===== src/cadtp_pkg.sv =====
// Shared types and constants for the comment-aware decimal token parser.
// Depends on nothing; every other file but cadtp_fifo imports it.
package cadtp_pkg;

	localparam int unsigned MID_DEPTH = 4;
	localparam int unsigned OUT_DEPTH = 2;

	localparam logic [7:0] CH_NUL   = 8'h00;
	localparam logic [7:0] CH_TAB   = 8'h09;
	localparam logic [7:0] CH_LF    = 8'h0A;
	localparam logic [7:0] CH_VT    = 8'h0B;
	localparam logic [7:0] CH_FF    = 8'h0C;
	localparam logic [7:0] CH_CR    = 8'h0D;
	localparam logic [7:0] CH_SPACE = 8'h20;
	localparam logic [7:0] CH_HASH  = 8'h23;
	localparam logic [7:0] CH_PLUS  = 8'h2B;
	localparam logic [7:0] CH_MINUS = 8'h2D;
	localparam logic [7:0] CH_ZERO  = 8'h30;
	localparam logic [7:0] CH_NINE  = 8'h39;
	localparam logic [7:0] CH_LBRACE = 8'h7B;
	localparam logic [7:0] CH_RBRACE = 8'h7D;

	typedef enum logic [3:0] {
		CL_OTHER,
		CL_DIGIT,
		CL_PLUS,
		CL_MINUS,
		CL_VTFF,
		CL_HASH,
		CL_NEWLINE,
		CL_BLANK,
		CL_NUL
	} cls_t;

	typedef struct packed {
		cls_t       cls;
		logic [3:0] digit;
	} tok_t;

	typedef struct packed {
		logic signed [31:0] value;
		logic               has_digits;
	} result_t;

	typedef enum logic [1:0] {
		PH_SKIP,
		PH_COMMENT,
		PH_LEAD,
		PH_NUMBER
	} phase_t;

endpackage


===== src/comment_aware_decimal_token_parser.sv =====
// Top level of the comment-aware decimal token parser.
// Depends on cadtp_pkg, cadtp_fifo, cadtp_classify and cadtp_exec.
//
// Usage:
//   Input side is a queue: drive data_byte and push; a byte is taken at
//   each rising edge with push high and full low. One text byte per request.
//   Result side is a queue: while empty is low, token_value and has_digits
//   show the oldest finished token; pulse pop to take it.
//   Each byte is classified on entry and written into a short queue; the
//   back end takes one classified byte per cycle while the result queue
//   has room, accumulating the value with a shift-add multiply by ten,
//   and writes one result per finished token into a two-entry result queue.
//   Throughput: one byte per cycle, sustained, while pop keeps up.
//   A token's closing byte is registered in the byte queue; the back end
//   then writes its result into the result queue, which drives the ports.
//   When the receiver stalls, the result queue fills, the back end halts,
//   then the byte queue fills and full rises; nothing is dropped.
//   Reset clears both queues and puts the parser in the between-tokens
//   state; the block accepts bytes in the first cycle after reset.
module comment_aware_decimal_token_parser #(
	parameter int unsigned MidDepth = cadtp_pkg::MID_DEPTH,
	parameter int unsigned OutDepth = cadtp_pkg::OUT_DEPTH
) (
	input  logic               clk,
	input  logic               arst_n,
	input  logic               push,
	output logic               full,
	input  logic [7:0]         data_byte,
	output logic               empty,
	input  logic               pop,
	output logic signed [31:0] token_value,
	output logic               has_digits
);
	import cadtp_pkg::*;

	tok_t    in_tok, mid_tok;
	result_t res_in, res_out;
	logic    mid_empty, mid_pop, out_full, out_push;

	cadtp_classify u_classify (
		.data_byte (data_byte),
		.tok       (in_tok)
	);

	cadtp_fifo #(
		.Width ($bits(tok_t)),
		.Depth (MidDepth)
	) u_mid_fifo (
		.clk    (clk),
		.arst_n (arst_n),
		.push   (push),
		.wdata  (in_tok),
		.full   (full),
		.pop    (mid_pop),
		.rdata  (mid_tok),
		.empty  (mid_empty)
	);

	cadtp_exec u_exec (
		.clk       (clk),
		.arst_n    (arst_n),
		.tok       (mid_tok),
		.tok_valid (!mid_empty),
		.tok_pop   (mid_pop),
		.res_full  (out_full),
		.res_push  (out_push),
		.res       (res_in)
	);

	cadtp_fifo #(
		.Width ($bits(result_t)),
		.Depth (OutDepth)
	) u_out_fifo (
		.clk    (clk),
		.arst_n (arst_n),
		.push   (out_push),
		.wdata  (res_in),
		.full   (out_full),
		.pop    (pop),
		.rdata  (res_out),
		.empty  (empty)
	);

	assign token_value = res_out.value;
	assign has_digits  = res_out.has_digits;

	a_pop_needs_data: assert property (@(posedge clk) disable iff (!arst_n)
		mid_pop |-> !mid_empty)
		else $error("back end popped an empty byte queue");

	a_result_from_byte: assert property (@(posedge clk) disable iff (!arst_n)
		out_push |-> (mid_pop && !out_full))
		else $error("result written without consuming a byte");

	a_back_no_idle: assert property (@(posedge clk) disable iff (!arst_n)
		(!mid_empty && !out_full) |-> mid_pop)
		else $error("back end idle with work and room");

	a_no_digits_zero: assert property (@(posedge clk) disable iff (!arst_n)
		(out_push && !res_in.has_digits) |-> (res_in.value == 32'sd0))
		else $error("token without digits carries a nonzero value");
endmodule


===== src/cadtp_fifo.sv =====
// Small first-in first-out queue in flip-flops, used between front and back
// and on the result side. Depends on nothing.
module cadtp_fifo #(
	parameter int unsigned Width = 8,
	parameter int unsigned Depth = 2
) (
	input  logic             clk,
	input  logic             arst_n,
	input  logic             push,
	input  logic [Width-1:0] wdata,
	output logic             full,
	input  logic             pop,
	output logic [Width-1:0] rdata,
	output logic             empty
);
	localparam int unsigned AW = (Depth > 1) ? $clog2(Depth) : 1;
	localparam int unsigned CW = $clog2(Depth + 1);

	logic [Width-1:0] mem_q [Depth];
	logic [AW-1:0]    wr_ptr_q, rd_ptr_q;
	logic [CW-1:0]    count_q;
	logic             do_push, do_pop;

	assign full    = (count_q == CW'(Depth));
	assign empty   = (count_q == '0);
	assign do_push = push && !full;
	assign do_pop  = pop && !empty;
	assign rdata   = mem_q[rd_ptr_q];

	always_ff @(posedge clk) begin
		if (do_push) begin
			mem_q[wr_ptr_q] <= wdata;
		end
	end

	always_ff @(posedge clk or negedge arst_n) begin
		if (!arst_n) begin
			wr_ptr_q <= '0;
			rd_ptr_q <= '0;
			count_q  <= '0;
		end else begin
			if (do_push) begin
				wr_ptr_q <= (wr_ptr_q == AW'(Depth - 1)) ? '0 : wr_ptr_q + 1'b1;
			end
			if (do_pop) begin
				rd_ptr_q <= (rd_ptr_q == AW'(Depth - 1)) ? '0 : rd_ptr_q + 1'b1;
			end
			if (do_push && !do_pop) begin
				count_q <= count_q + 1'b1;
			end else if (do_pop && !do_push) begin
				count_q <= count_q - 1'b1;
			end
		end
	end
endmodule


===== src/cadtp_classify.sv =====
// Front part: sorts each incoming byte into a class and extracts its digit.
// Depends on cadtp_pkg.
module cadtp_classify (
	input  logic [7:0]     data_byte,
	output cadtp_pkg::tok_t tok
);
	import cadtp_pkg::*;

	always_comb begin
		tok.digit = data_byte[3:0];
		if (data_byte >= CH_ZERO && data_byte <= CH_NINE) begin
			tok.cls = CL_DIGIT;
		end else if (data_byte == CH_CR || data_byte == CH_LF) begin
			tok.cls = CL_NEWLINE;
		end else if (data_byte == CH_TAB || data_byte == CH_SPACE ||
		             data_byte == CH_LBRACE || data_byte == CH_RBRACE) begin
			tok.cls = CL_BLANK;
		end else if (data_byte == CH_HASH) begin
			tok.cls = CL_HASH;
		end else if (data_byte == CH_PLUS) begin
			tok.cls = CL_PLUS;
		end else if (data_byte == CH_MINUS) begin
			tok.cls = CL_MINUS;
		end else if (data_byte == CH_VT || data_byte == CH_FF) begin
			tok.cls = CL_VTFF;
		end else if (data_byte == CH_NUL) begin
			tok.cls = CL_NUL;
		end else begin
			tok.cls = CL_OTHER;
		end
	end
endmodule


===== src/cadtp_exec.sv =====
// Back part: runs the token state machine on classified bytes and forms
// the decimal value. Depends on cadtp_pkg.
module cadtp_exec (
	input  logic                 clk,
	input  logic                 arst_n,
	input  cadtp_pkg::tok_t      tok,
	input  logic                 tok_valid,
	output logic                 tok_pop,
	input  logic                 res_full,
	output logic                 res_push,
	output cadtp_pkg::result_t   res
);
	import cadtp_pkg::*;

	phase_t      phase_q, phase_d;
	logic [31:0] acc_q, acc_d;
	logic        neg_q, neg_d;
	logic        seen_q, seen_d;
	logic        stop_q, stop_d;
	logic        adv, is_delim, ends;
	logic [31:0] acc_x10;

	assign adv      = tok_valid && !res_full;
	assign tok_pop  = adv;
	assign is_delim = (tok.cls == CL_HASH) || (tok.cls == CL_NEWLINE) ||
	                  (tok.cls == CL_BLANK);
	assign ends     = is_delim || (tok.cls == CL_NUL);
	assign acc_x10  = (acc_q << 3) + (acc_q << 1);

	always_comb begin
		phase_d = phase_q;
		unique case (phase_q)
			PH_SKIP: begin
				if (tok.cls == CL_HASH) begin
					phase_d = PH_COMMENT;
				end else if (!is_delim) begin
					phase_d = (tok.cls inside {CL_PLUS, CL_MINUS, CL_DIGIT}) ?
					          PH_NUMBER : PH_LEAD;
				end
			end
			PH_COMMENT: begin
				if (tok.cls == CL_NEWLINE) begin
					phase_d = PH_SKIP;
				end
			end
			PH_LEAD, PH_NUMBER: begin
				if (ends) begin
					phase_d = (tok.cls == CL_HASH) ? PH_COMMENT : PH_SKIP;
				end else if (phase_q == PH_LEAD && !stop_q &&
				             tok.cls inside {CL_PLUS, CL_MINUS, CL_DIGIT}) begin
					phase_d = PH_NUMBER;
				end
			end
			default: phase_d = PH_SKIP;
		endcase
	end

	always_comb begin
		acc_d    = acc_q;
		neg_d    = neg_q;
		seen_d   = seen_q;
		stop_d   = stop_q;
		res_push = 1'b0;
		unique case (phase_q)
			PH_SKIP: begin
				if (!is_delim) begin
					acc_d  = '0;
					neg_d  = 1'b0;
					seen_d = 1'b0;
					stop_d = 1'b0;
					case (tok.cls)
						CL_VTFF, CL_PLUS: ;
						CL_MINUS: neg_d = 1'b1;
						CL_DIGIT: begin
							acc_d  = {28'd0, tok.digit};
							seen_d = 1'b1;
						end
						default: stop_d = 1'b1;
					endcase
				end
			end
			PH_COMMENT: ;
			PH_LEAD: begin
				if (ends) begin
					res_push = adv;
				end else if (!stop_q) begin
					case (tok.cls)
						CL_VTFF: ;
						CL_PLUS:  neg_d = 1'b0;
						CL_MINUS: neg_d = 1'b1;
						CL_DIGIT: begin
							acc_d  = {28'd0, tok.digit};
							seen_d = 1'b1;
						end
						default: stop_d = 1'b1;
					endcase
				end
			end
			PH_NUMBER: begin
				if (ends) begin
					res_push = adv;
				end else if (!stop_q) begin
					if (tok.cls == CL_DIGIT) begin
						acc_d  = acc_x10 + {28'd0, tok.digit};
						seen_d = 1'b1;
					end else begin
						stop_d = 1'b1;
					end
				end
			end
			default: ;
		endcase
	end

	always_comb begin
		res.has_digits = seen_q;
		if (!seen_q) begin
			res.value = '0;
		end else if (neg_q) begin
			res.value = $signed(32'd0 - acc_q);
		end else begin
			res.value = $signed(acc_q);
		end
	end

	always_ff @(posedge clk or negedge arst_n) begin
		if (!arst_n) begin
			phase_q <= PH_SKIP;
			acc_q   <= '0;
			neg_q   <= 1'b0;
			seen_q  <= 1'b0;
			stop_q  <= 1'b0;
		end else if (adv) begin
			phase_q <= phase_d;
			acc_q   <= acc_d;
			neg_q   <= neg_d;
			seen_q  <= seen_d;
			stop_q  <= stop_d;
		end
	end
endmodule


===== config.mk =====
export PLATFORM = sky130hd
export DESIGN_NAME = comment_aware_decimal_token_parser
export DESIGN_NICKNAME = d
export VERILOG_FILES = /design/src/cadtp_pkg.sv /design/src/comment_aware_decimal_token_parser.sv /design/src/cadtp_fifo.sv /design/src/cadtp_classify.sv /design/src/cadtp_exec.sv
export SDC_FILE = /design/constraint.sdc
export NUM_CORES = 1
export LEC_CHECK = 0
export BUFFER_PORTS_ARGS = -buffer_cell sky130_fd_sc_hd__buf_2
export CORE_AREA = 2 2 138 140
export CTS_CLUSTER_DIAMETER = 200
export DETAILED_ROUTE_END_ITERATION = 7
export DIE_AREA = 0 0 140 142
export PLACE_DENSITY = 0.66
export SLEW_MARGIN = 20
export SYNTH_ARGS = -nofsm -noshare
export SYNTH_HDL_FRONTEND = slang
export SYNTH_HIERARCHICAL = 1
export SYNTH_SLANG_ARGS = --single-unit

===== constraint.sdc =====
create_clock -name clk -period 11.64 [get_ports clk]
set_input_delay 1.164 -clock clk [delete_from_list [all_inputs] [get_ports clk]]
set_output_delay 1.164 -clock clk [all_outputs]
set_load 0.01 [all_outputs]

# Word-level counts from Yosys, hierarchy flattened

Memory sizes are Yosys's and may differ from the RTL's.
Index checks and enable logic that the tools add are counted.

$add $sub $neg: 11
Magnitude comparators: 2
Equality and inequality tests: 40
Mux-type cells: 61
Reduce and logical (&&, ||, !) cells: 46

Operator list:

| operator                                                          | count |
|---|---|
| 2-to-1 mux 32 bit                                                 | 9 |
| case mux 32 bit (3 select lines)                                  | 1 |
| == test 8 x 4 -> 1 bit, second input constant                     | 5 |
| 2-to-1 mux 4 bit                                                  | 9 |
| adder 32 bit                                                      | 1 |
| adder 32 x 4 -> 32 bit                                            | 1 |
| == test 8 x 6 -> 1 bit, second input constant                     | 4 |
| subtractor 1 x 32 -> 32 bit, first input constant                 | 1 |
| 2-to-1 mux 1 bit                                                  | 26 |
| 2-to-1 mux 2 bit                                                  | 9 |
| == test 4 x 3 -> 1 bit, second input constant                     | 4 |
| == test 8 x 7 -> 1 bit, second input constant                     | 2 |
| != test 2 bit, second input constant                              | 7 |
| logical AND 1 bit                                                 | 12 |
| AND reduction 6 bit                                               | 2 |
| == test 2 bit, second input constant                              | 5 |
| logical NOT 1 bit                                                 | 9 |
| AND reduction 9 bit                                               | 1 |
| == test 4 x 2 -> 1 bit, second input constant                     | 2 |
| greater-or-equal comparator 8 x 6 -> 1 bit, second input constant | 1 |
| less-or-equal comparator 8 x 6 -> 1 bit, second input constant    | 1 |
| logical NOT 8 bit                                                 | 1 |
| logical OR 1 bit                                                  | 8 |
| != test 2 x 1 -> 1 bit, second input constant                     | 4 |
| other kinds (23)                                                  | 35 |

Register bits: 48
RAM bits: 98
Input bits: 12
Logic and storage cells: 173
Memories kept: 2

Memories:

| name             | words | bits a word | rd ports | clocked after memory_dff | wr ports | RTL line         | source |
|---|---|---|---|---|---|---|---|
| u_out_fifo.mem_q | 2     | 33          | 1        | 0                        | 1        | cadtp_fifo.sv:19 | `logic [Width-1:0] mem_q [Depth];` |
| u_mid_fifo.mem_q | 4     | 8           | 1        | 0                        | 1        | cadtp_fifo.sv:19 |  |

# Depth between registers and ports, before layout

Gate-level depths: netlist (run 1).
An unclocked memory read counts as a cell.

Depth after elaboration: 12
Depth in mapped cells: 14

# Cells and area by module

Netlist (run 1), hierarchy kept.

Modules (own cells, without submodules):

| module                             | instances | cells an instance | area each (µm²) |
|---|---|---|---|
| cadtp_exec                         | 1         | 553               | 4,425.5 |
| cadtp_fifo at u_out_fifo           | 1         | 122               | 2,730.1 |
| cadtp_fifo at u_mid_fifo           | 1         | 79                | 1,619.1 |
| cadtp_classify                     | 1         | 32                | 207.7 |
| comment_aware_decimal_token_parser | 1         | 1                 | 3.8 |

# Worst setup path before layout (run 1)

OpenSTA, ideal clock, no wires.

Path type: register -> register
Start: register u_mid_fifo.rd_ptr_q[0]
End: memory u_out_fifo/mem_q[0][0] in the netlist's numbering (enable)
Arrival time: 3.261 ns
Path slack: 7.956 ns
Stages on the path, launching flop included: 9
Period minus slack after synthesis: 3.684 ns
Cells stage by stage: dfrtp_1 > buf_2 > mux4_2 > clkbuf_1 > nor2_1 > o21ai_0 > a21oi_1 > nand2_1 > nor2_1

RTL lines:

| element                | RTL line         | source |
|---|---|---|
| from (decl)            | cadtp_fifo.sv:20 | `logic [AW-1:0] wr_ptr_q, rd_ptr_q;` |
| from (signal assigned) | cadtp_fifo.sv:46 | `rd_ptr_q <= (rd_ptr_q == AW'(Depth - 1)) ? '0 : rd_ptr_q + 1'b1;` |
| to (decl)              | cadtp_fifo.sv:19 |  |

==> results by group, run 1 <==
Clock tree
  – Root Buffer: clkbuf_16
  – CTS Hold Buffers Added: 0
  – CTS-repair resized insts: 0
  – Clock-pin slew on the worst setup and hold paths: 0.07 ns
  – Num CTS Buffers: 17
  – Clk buf depth: 2
  – Clk_lat worst skew: 0.43 ns
  – Clock sink count: 146
  – Post-CTS setup repair buffer count: 0
  – CTS tree: yes
  – H-Tree Depth: 4

Setup path
  – Crit. End Element: flop
  – CP Max Fanout: 11
  – CP max-delay cell: dfrtp_1
  – WS Path Type: flop to flop
  – Critical-path cell list: mux4_2, inv_1, fa_1, inv_1, fa_1, a211oi_1, o21a_1, or2_2, o21ai_0, a2bb2oi_1, a221oi_1, xor2_1, o21ai_0
  – Worst reg-to-reg setup slack: 7.57 ns
  – Worst R2R Path Depth: 13
  – Startpoint class of the critical path: flop
  – Reg2reg end: u_exec/acc_q[28]$_DFFE_PN0P_
  – Max incr delay on CP: 0.70 ns
  – RR Startpoint: u_mid_fifo/rd_ptr_q[0]$_DFFE_PN0P_
  – Worst EP required: 11.97 ns
  – Critical Path AT: 4.40 ns

Layout
  – Share of layout cells above drive strength 1: 18.2%
  – Antenna diode count: 0
  – Fill count: 1543
  – Most frequent cells in the layout: edfxtp_1, nand2_1, ha_1
  – NumNets Final: 899
  – Most common cell after layout, fill and taps aside: edfxtp_1
  – Non-filler cells, final: 1065
  – Layout area overhead: 10.5%

Timing
  – Hold Fails Final Rpt: 0
  – Clock Skews: 0.0164 ns
  – Period Utilization, post-route: 35.0%
  – Setup_tns: 0 ns
  – Final hold slack: 0.524 ns
  – Final Critical Period: 4.07 ns
  – RSZ-0062 raised after global routing: false
  – Worst-Margin Slew: 1.05 ns
  – Achievable clock frequency: 0.246 GHz
  – Setup violators final: 0
  – Count of final max-slew check failures: 0
  – Max_slew headroom: 29.7%

Die
  – IO Count: 47
  – Full die area: 0.0199 mm2
  – Die span in y: 142 um
  – Core region area: 0.0185 mm2
  – Initial core utilization: 48.7%
  – Die W: 140 um
  – Row Count: 50

Global routing
  – Vias in the first global route: 6089
  – Grt ovf: 0
  – All-layer global routing usage: 18.7%
  – Initial antenna violation count: 0
  – Largest net degree at the start of global routing: 49
  – Global-route wire length before repair: 30.0 mm

Synthesis
  – Largest cells by area after synthesis: edfxtp_1, dfrtp_1, ha_1, mux2_4, xnor2_1
  – Synth area leader: edfxtp_1
  – Synth top area share: 32.7%
  – Simple-Gate Fraction of Synth Area: 13.0%
  – Distinct cells, synth: 70
  – Main combinational cell family by area after synthesis: simple AND/OR/NAND/NOR gates
  – FF+latch count, synth: 146
  – XOR/XNOR Fraction of Synth Area: 6.24%
  – Post-Synth Adder-Cell Area: 9.97%
  – Syn_nets: 868
  – Top_reg_cell synth: edfxtp_1
  – Syn Inst Count: 787
  – Multiplexer share of the synthesized area: 8.51%
  – Mean Syn Cell Area: 11.4 um2
  – Compound-cell area share of the yosys netlist: 12.9%
  – Register area share after synthesis: 46.1%
  – Async set or reset register ratio after synthesis: 32.9%
  – Number of flops mapped to enable cells by yosys: 98
  – Synth warn: 6
  – Mapped Area: 0.00899 mm2

Power
  – Clock share of power: 28.5%
  – Combinational share of power: 32.1%
  – Net Sw Power: 0.681 mW
  – PD cells: 196 mW/mm2
  – Sequential power share: 39.3%
  – Sw Ratio: 35.0%
  – Lkg Pwr: 4.14 nW
  – P_int: 1.27 mW
  – Peak VDD IR: 0.0000977 V
  – Total Power: 1.95 mW

Worst hold path
  – Hold EP: u_out_fifo/wr_ptr_q$_DFFE_PN0P_
  – Hold Crit Class: flop to flop
  – Hold depth: 1
  – Hold path startpoint: u_out_fifo/wr_ptr_q$_DFFE_PN0P_

Placed design
  – Cells after DPL: 1033
  – Port buffer count: 46
  – Hpwl dp: 12.9 mm
  – Gp weighted congestion: 0.899

Detailed routing
  – Wire per inst: 16.8 um
  – Via density: 5.69
  – DRC Markers: 7
  – Antenna viol nets, final: 0
  – WL met1: 8.42 mm
  – First-pass DRT Iterations: 8
  – Final WL: 17.9 mm
  – Routed met3 length: 666 um
  – Via count: 6059
  – DR top layer: met4
  – DR iter-0 viols: 357
  – DR WL met2: 8.68 mm

Run
  – Max_cap viols: 0

Status
  – Outcome: finished, violations left
  – Failing checks: design-rule violations
## synth_stat cells, drive strengths merged, types with 17 or more instances
master and count:
a21oi 33, dfrtp 48, nand2 74, inv 19, ha 66, o21ai 62, mux2 38, xnor2 47
and2 37, clkbuf 27, nor2 39, edfxtp 98, xor2 17
## flip-flops by register name (all words and copies together), names as in the netlist
signal	count
u_out_fifo/count_q	2
u_mid_fifo/count_q	3
u_mid_fifo/mem_q	32
u_mid_fifo/rd_ptr_q	2
u_out_fifo/wr_ptr_q	1
u_exec/stop_q	1
u_out_fifo/rd_ptr_q	1
u_exec/seen_q	1
u_exec/phase_q	2
u_mid_fifo/wr_ptr_q	2
u_out_fifo/mem_q	66
u_exec/acc_q	32
u_exec/neg_q	1
## critical path: cells and delay by family, from the launching register on
| kind | cells | cell delay, ns |
|---|---|---|
| AND/OR/NAND/NOR | 1 | 0.29 |
| XOR/XNOR | 1 | 0.15 |
| AO/OA/AOI/OAI | 6 | 1.36 |
| multiplexers | 1 | 0.59 |
| flip-flops | 1 | 0.70 |
| adder cells (fa/ha/maj) | 2 | 0.65 |
| buffers and inverters | 2 | 0.23 |
## power groups by stage
stage / sequential (mW) / combinational [mW] / clock [mW]
after floorplan: 0.700 / 0.556 / 0
after global placement: 0.771 / 0.605 / 0
after detailed placement: 0.778 / 0.626 / 0
after CTS: 0.768 / 0.631 / 0.569
after global routing: 0.783 / 0.689 / 0.590
final: 0.766 / 0.626 / 0.556
## how the worst max path moves through the flow
stage | from | to | slack [ns] | cells past startpoint
global placement | u_mid_fifo/rd_ptr_q[0]$_DFFE_PN0P_ | u_exec/acc_q[28]$_DFFE_PN0P_ | 7.65 | 12
CTS | u_mid_fifo/rd_ptr_q[0]$_DFFE_PN0P_ | u_exec/acc_q[28]$_DFFE_PN0P_ | 7.52 | 13
global route | u_mid_fifo/rd_ptr_q[0]$_DFFE_PN0P_ | u_exec/acc_q[28]$_DFFE_PN0P_ | 7.26 | 13
finish | u_mid_fifo/rd_ptr_q[0]$_DFFE_PN0P_ | u_exec/acc_q[28]$_DFFE_PN0P_ | 7.57 | 13
detailed placement | u_mid_fifo/rd_ptr_q[0]$_DFFE_PN0P_ | u_exec/acc_q[28]$_DFFE_PN0P_ | 7.55 | 13
floorplan | u_mid_fifo/rd_ptr_q[0]$_DFFE_PN0P_ | u_out_fifo/mem_q[0][0]$_DFFE_PP_ | 7.96 | 8
## per-stage QoR
stage               setup WS (ns)  utilization [%]  area, um2
floorplan                    7.96                -       8990
global placement             7.65             50.5       9330
detailed placement           7.55             50.5       9330
CTS                          7.52             53.8       9930
global route                 7.26             53.8       9930
finish                       7.57             53.8       9930
## final cells by class
| cell class | count | area (um2) | area share, % |
|---|---|---|---|
| inverters | 19 | 71.3 | 0.718 |
| multi-input cells | 584 | 4560 | 45.9 |
| well taps | 234 | 293 | 2.95 |
| flip-flops and latches | 146 | 4150 | 41.7 |
| repair buffers | 50 | 260 | 2.62 |
| clock buffers | 17 | 425 | 4.28 |
| clock inverters | 15 | 180 | 1.81 |
## kinds of logic (layout without fill, tap and decap cells)
kind of cell / count (synthesis) / after routing
xor gates and xnor gates: 64 / 64
and+or+nand+nor: 224 / 224
buffers and inverters: 57 / 101
adders and majority gates: 70 / 70
muxes: 50 / 50
AOI/OAI and AO/OA: 176 / 176
DFF: 146 / 146
## routing by layer
metal | GRT usage (%) | vias up
met5 | 0 | -
met4 | 5.21 | 0
met3 | 4.04 | 11
met2 | 31.5 | 124
met1 | 24.7 | 2956
li1 | - | 2968
Power figures use the tool's default switching activity.
==> run 2, diff against run 1 <==
clock period = 3.9 ns   (was 11.64 ns; I/O delays follow)
==> results by group, run 2 (synthesis results as in run 1) <==
Setup path
  – Max incr delay on CP: 0.53 ns (was 0.70 ns)
  – Reg2reg end: u_exec/acc_q[28]$_DFFE_PN0P_ (unchanged)
  – CP max-delay cell: mux4_2 (was dfrtp_1)
  – Worst EP required: 4.19 ns (was 11.97 ns)
  – Crit. End Element: flop (unchanged)
  – CP Max Fanout: 4 (was 11)
  – RR Startpoint: u_mid_fifo/rd_ptr_q[0]$_DFFE_PN0P_ (unchanged)
  – WS Path Type: flop to flop (unchanged)
  – Worst reg-to-reg setup slack: 0.26 ns (was 7.57 ns)
  – Worst R2R Path Depth: 13 (unchanged)
  – CP Capture Point: u_exec/acc_q[28]$_DFFE_PN0P_ (unchanged)
  – Cell mode on critical path: ha_1
  – Critical-path cell list: buf_4, mux4_2, ha_1, ha_1, fa_1, a211oi_2, o21a_1, or2_2, o21ai_1, a2bb2oi_1, a221oi_1, xor2_1, o21ai_0 (was mux4_2, inv_1, fa_1, inv_1, fa_1, a211oi_1, o21a_1, or2_2, o21ai_0, a2bb2oi_1, a221oi_1, xor2_1, o21ai_0)
  – Critical Path Start: u_mid_fifo/rd_ptr_q[0]$_DFFE_PN0P_ (unchanged)
  – Critical Path AT: 3.93 ns (was 4.40 ns)
  – Startpoint class of the critical path: flop (unchanged)

Placed design
  – Setup slack at placement: 0.128 ns (was 7.55 ns)
  – Hpwl dp: 13.2 mm (was 12.9 mm)
  – DP Area: 0.00936 mm2 (was 0.00933 mm2)
  – Gp weighted congestion: 0.926 (was 0.899)
  – Port buffer count: 46 (unchanged)

Layout
  – NumNets Final: 904 (was 899)
  – Most common cell after layout, fill and taps aside: edfxtp_1 (unchanged)
  – Max reg flops: 66 (unchanged)
  – Largest regs: u_out_fifo/mem_q x66, u_exec/acc_q x32, u_mid_fifo/mem_q x32 (unchanged)
  – Antenna diode count: 0 (unchanged)
  – Layout area overhead: 10.8% (was 10.5%)
  – Share of layout cells above drive strength 1: 18.3% (was 18.2%)
  – Post-layout instance area: 0.00996 mm2 (was 0.00993 mm2)
  – Biggest register: u_out_fifo/mem_q (unchanged)
  – Most frequent cells in the layout: edfxtp_1, nand2_1, ha_1 (unchanged)

Run
  – Max_cap viols: 0 (unchanged)

Clock tree
  – Clk_lat worst skew: 0.41 ns (was 0.43 ns)
  – Clock sink count: 146 (unchanged)
  – Clk buf depth: 2 (unchanged)
  – CTS Hold Buffers Added: 0 (unchanged)
  – Root Buffer: clkbuf_16 (unchanged)
  – Num CTS Buffers: 17 (unchanged)
  – H-Tree Depth: 4 (unchanged)
  – Clock-pin slew on the worst setup and hold paths: 0.06 ns (was 0.07 ns)
  – CTS tree: yes (unchanged)

Status
  – Outcome: finished, violations left (unchanged)
  – Failing checks: design-rule violations (unchanged)

Timing
  – Min setup slack post-route: 0.264 ns (was 7.57 ns)
  – Clock Skews: 0.00881 ns (was 0.0164 ns)
  – Period Utilization, post-route: 93.2% (was 35.0%)
  – Final Critical Period: 3.64 ns (was 4.07 ns)
  – Max_slew headroom: 30.2% (was 29.7%)
  – RSZ-0062 raised after global routing: false (unchanged)
  – Setup_tns: 0 ns (unchanged)
  – Achievable clock frequency: 0.275 GHz (was 0.246 GHz)
  – Worst-Margin Slew: 1.05 ns (about the same)
  – Setup violators final: 0 (unchanged)
  – Final hold slack: 0.0583 ns (was 0.524 ns)
  – Count of final max-slew check failures: 0 (unchanged)
  – Hold Fails Final Rpt: 0 (unchanged)

Detailed routing
  – Wire per inst: 17.0 um (was 16.8 um)
  – DR iter-0 viols: 569 (was 357)
  – Via count: 6135 (was 6059)
  – DRC Markers: 7 (unchanged)
  – Via density: 5.73 (was 5.69)
  – Antenna viol nets, final: 0 (unchanged)
  – Final WL: 18.2 mm (was 17.9 mm)
  – First-pass DRT Iterations: 8 (unchanged)

Global routing
  – Global-route wire length before repair: 30.3 mm (was 30.0 mm)
  – Vias in the first global route: 6102 (was 6089)
  – Grt ovf: 0 (unchanged)
  – Largest net degree at the start of global routing: 36 (was 49)
  – All-layer global routing usage: 18.9% (was 18.7%)
  – Initial antenna violation count: 0 (unchanged)

Die
  – Initial core utilization: 48.7% (unchanged)
  – Row Count: 50 (unchanged)
  – Core region area: 0.0185 mm2 (unchanged)
  – IO Count: 47 (unchanged)
  – Full die area: 0.0199 mm2 (unchanged)
  – Die W: 140 um (unchanged)
  – Die span in y: 142 um (unchanged)

Power
  – PD cells: 584 mW/mm2 (was 196 mW/mm2)
  – Peak VDD IR: 0.000311 V (was 0.0000977 V)
  – Lkg Pwr: 4.15 nW (was 4.14 nW)

Worst hold path
  – Hold Crit Class: input port to async pin (was flop to flop)
-- run 2: cell count changes in the layout (fill, tap and decap cells not counted), sizes merged --
cell	delta
inv	-7
buf	+5
clkbuf	+5
bufinv	+1
clkinvlp	+1
-- run 2: report_power, final --
part	switching (mW)	internal (mW)	total (mW)
Combinational	0.998	0.934	1.93
Sequential	0.307	1.95	2.26
Clock	0.635	0.989	1.62
-- run 2: worst min path at each step --
stage	start	endpoint	cells past startpoint
after global placement	u_mid_fifo/count_q[2]$_DFFE_PN0P_	u_mid_fifo/count_q[2]$_DFFE_PN0P_	1
after CTS	arst_n	u_exec/acc_q[13]$_DFFE_PN0P_	1
after global routing	arst_n	u_exec/acc_q[13]$_DFFE_PN0P_	1
after detailed placement	u_out_fifo/count_q[1]$_DFFE_PN0P_	u_out_fifo/count_q[1]$_DFFE_PN0P_	1
final	arst_n	u_exec/acc_q[13]$_DFFE_PN0P_	1
after floorplan	arst_n	u_exec/acc_q[0]$_DFFE_PN0P_	0
-- run 2: what timing repair did --
action,4_1_cts,5_1_grt
gates resized for setup,0,2
buffers inserted,0,0
setup endpoints to repair,0,1
hold endpoints to repair,0,0
-- run 2: through the flow --
stage                     total power, mW  std cells  util (%)
after detailed placement             4.22       1038      50.7
after floorplan                      3.75        787         -
after global placement               4.13       1038      50.7
final                                5.81       1070      54.0
after global routing                 6.17       1070      54.0
after CTS                            5.87       1070      53.9
-- run 2: critical path: cells and delay by family (launching register included) --
family | cells | cell delay (ns)
AOI/OAI and AO/OA | 6 | 1.22
and+or+nand+nor | 1 | 0.12
muxes | 1 | 0.53
adders and majority gates | 3 | 0.87
DFF | 1 | 0.43
xor gates and xnor gates | 1 | 0.17
buffers and inverters | 1 | 0.19
-- run 2: metal layers --
metal	global-route usage, %	up-vias	part of all wire, %
met5	0	-	0
met4	5.26	0	1.4
met3	3.53	20	3.4
met2	32.8	121	49
met1	24.5	3004	47
li1	-	2990	-
-- run 2: cell type report --
type,count,area [um2]
clock buffers,22,465
flip-flops and latches,146,4150
inverters,19,71.3
clock inverters,10,125
multi-input cells,584,4560
well taps,234,293
fillers,1570,8500
repair buffers,55,298
==> run 3, diff against run 2 <==
CORE_AREA = 2 2 123 155   (was 2 2 138 140)
DIE_AREA = 0 0 125 157   (was 0 0 140 142)
PLACE_DENSITY = 0.67   (was 0.66)
SLEW_MARGIN = 10   (was 20)
==> results by group, run 3 (synthesis results as in run 1) <==
Setup path
  – Worst reg-to-reg setup slack: 0.27 ns (was 0.26 ns)
  – WS Path Type: flop to flop (unchanged)
  – RR Startpoint: u_mid_fifo/rd_ptr_q[0]$_DFFE_PN0P_ (unchanged)
  – Critical Path AT: 3.91 ns (was 3.93 ns)
  – Crit. End Element: flop (unchanged)
  – Worst EP required: 4.18 ns (was 4.19 ns)
  – CP Capture Point: u_exec/acc_q[28]$_DFFE_PN0P_ (unchanged)
  – Startpoint class of the critical path: flop (unchanged)
  – Reg2reg end: u_exec/acc_q[28]$_DFFE_PN0P_ (unchanged)
  – Worst R2R Path Depth: 12 (was 13)
  – Critical Path Start: u_mid_fifo/rd_ptr_q[0]$_DFFE_PN0P_ (unchanged)
  – CP Max Fanout: 4 (unchanged)

Timing
  – Setup violators final: 0 (unchanged)
  – Setup_tns: 0 ns (unchanged)
  – Clock Skews: 0.0115 ns (was 0.00881 ns)
  – Min setup slack post-route: 0.267 ns (was 0.264 ns)
  – Final Critical Period: 3.63 ns (was 3.64 ns)
  – Hold Fails Final Rpt: 0 (unchanged)
  – Count of final max-slew check failures: 0 (unchanged)
  – Worst-Margin Slew: 1.03 ns (was 1.05 ns)
  – Achievable clock frequency: 0.275 GHz (about the same)
  – Max_slew headroom: 31.2% (was 30.2%)
  – Period Utilization, post-route: 93.1% (was 93.2%)
  – RSZ-0062 raised after global routing: false (unchanged)

Clock tree
  – CTS tree: yes (unchanged)
  – Num CTS Buffers: 17 (unchanged)
  – H-Tree Depth: 4 (unchanged)
  – Clk buf depth: 2 (unchanged)
  – Clk_lat worst skew: 0.41 ns (about the same)
  – Clock sink count: 146 (unchanged)
  – Clock-pin slew on the worst setup and hold paths: 0.07 ns (was 0.06 ns)
  – Root Buffer: clkbuf_16 (unchanged)
  – Post-CTS setup repair buffer count: 0 (unchanged)

Detailed routing
  – Antenna viol nets, final: 0 (unchanged)
  – Routed met3 length: 563 um (was 611 um)
  – WL met1: 7.75 mm (was 8.48 mm)
  – DR WL met2: 9.70 mm (was 8.83 mm)
  – Via count: 6207 (was 6135)
  – First-pass DRT Iterations: 5 (was 8)
  – DR top layer: met4 (unchanged)
  – Via density: 5.83 (was 5.73)
  – Final WL: 18.2 mm (about the same)
  – DR iter-0 viols: 464 (was 569)
  – DRC Markers: 0 (was 7)
  – Wire per inst: 17.1 um (was 17.0 um)

Layout
  – Biggest register: u_out_fifo/mem_q (unchanged)
  – Antenna diode count: 0 (unchanged)
  – Layout area overhead: 10.7% (was 10.8%)
  – Non-filler cells, final: 1064 (was 1070)
  – Layout Utilization: 55.2% (was 54.0%)
  – Largest regs: u_out_fifo/mem_q x66, u_exec/acc_q x32, u_mid_fifo/mem_q x32 (unchanged)
  – Max reg flops: 66 (unchanged)
  – Share of layout cells above drive strength 1: 18.4% (was 18.3%)
  – Most frequent cells in the layout: edfxtp_1, nand2_1, ha_1 (unchanged)
  – Most common cell after layout, fill and taps aside: edfxtp_1 (unchanged)
  – NumNets Final: 904 (unchanged)

Placed design
  – Gp weighted congestion: 0.874 (was 0.926)
  – Hpwl dp: 13.3 mm (was 13.2 mm)
  – Setup slack at placement: 0.179 ns (was 0.128 ns)
  – Port buffer count: 46 (unchanged)
  – Cells after DPL: 1031 (was 1038)

Die
  – Row Count: 55 (was 50)
  – Full die area: 0.0196 mm2 (was 0.0199 mm2)
  – Die W: 125 um (was 140 um)
  – Core region area: 0.0180 mm2 (was 0.0185 mm2)
  – Die span in y: 157 um (was 142 um)
  – IO Count: 47 (unchanged)
  – Initial core utilization: 49.8% (was 48.7%)

Power
  – Sequential power share: 39.1% (was 38.8%)
  – Peak VDD IR: 0.000266 V (was 0.000311 V)
  – Sw Ratio: 34.5% (was 33.4%)
  – Combinational share of power: 33.1% (was 33.2%)
  – Clock share of power: 27.8% (was 27.9%)
  – P_int: 3.79 mW (was 3.87 mW)
  – Net Sw Power: 1.99 mW (was 1.94 mW)
  – PD cells: 581 mW/mm2 (was 584 mW/mm2)
  – Lkg Pwr: 4.15 nW (about the same)
  – Total Power: 5.78 mW (was 5.81 mW)

Global routing
  – Grt ovf: 0 (unchanged)
  – Initial antenna violation count: 0 (unchanged)
  – Largest net degree at the start of global routing: 36 (unchanged)
  – Vias in the first global route: 6410 (was 6102)
  – All-layer global routing usage: 19.1% (was 18.9%)
  – Global-route wire length before repair: 30.7 mm (was 30.3 mm)

Worst hold path
  – Hold Crit Class: input port to flop (was input port to async pin)

Status
  – Outcome: finished, final reports clean (was finished, violations left)

Run
  – Max_cap viols: 0 (unchanged)
run 3: routing by layer:
metal  GRT usage (%)  vias to the layer above
met1            22.9                     3075
li1                -                     2984
met3            2.69                       22
met5               0                        -
met4            5.98                        0
met2            35.6                      126
run 3: repair_timing:
action / 4_1_cts / 5_1_grt
hold endpoints to repair: 20 / 0
setup endpoints to repair: 0 / 1
gates resized for setup: 0 / 1
hold buffers: 1 / 0
run 3: critical path, cell delays in order, from the launching register on:
cell and delay (ns):
dfrtp_1 0.45, mux4_2 0.54, ha_1 0.32, ha_1 0.22, fa_1 0.43, a211oi_1 0.32, o21a_1 0.20, or2_2 0.13
o21ai_1 0.13, a2bb2oi_1 0.21, a221oi_1 0.30, xor2_1 0.17, o21ai_0 0.08
run 3: power by group through the flow:
stage                     clock network [mW]  logic, mW  registers (mW)
after floorplan                            0       1.66            2.09
after global placement                     0       1.85            2.27
after detailed placement                   0       1.92            2.29
after CTS                               1.63       1.94            2.26
after global routing                    1.69       2.10            2.31
final                                   1.61       1.92            2.26
run 3: through the flow:
| stage | instance area, um2 | hold WS [ns] |
|---|---|---|
| floorplan | 8990 | 0.0944 |
| global placement | 9350 | 0.401 |
| detailed placement | 9350 | 0.411 |
| CTS | 9950 | 0.282 |
| global route | 9950 | 0.304 |
| finish | 9950 | 0.296 |
run 3: worst min-delay path by stage:
stage / slack, ns / to / start / cells past startpoint
finish: 0.30 / u_out_fifo/rd_ptr_q$_DFFE_PN0P_ / pop / 3
CTS: 0.28 / u_mid_fifo/mem_q[3][1]$_DFFE_PP_ / data_byte[1] / 1
global placement: 0.40 / u_exec/acc_q[15]$_DFFE_PN0P_ / arst_n / 1
detailed placement: 0.41 / u_exec/acc_q[15]$_DFFE_PN0P_ / arst_n / 1
global route: 0.30 / u_mid_fifo/mem_q[3][1]$_DFFE_PP_ / data_byte[1] / 1
floorplan: 0.09 / u_exec/acc_q[0]$_DFFE_PN0P_ / arst_n / 0
run 3: layout make-up:
type | count | area (um2)
Clock buffer | 19 | 443
Clock inverter | 13 | 145
Multi-Input combinational cell | 584 | 4560
Sequential cell | 146 | 4150
Timing Repair Buffer | 55 | 300
Fill cell | 1537 | 8080
Inverter | 19 | 71.3
Tap cell | 228 | 285
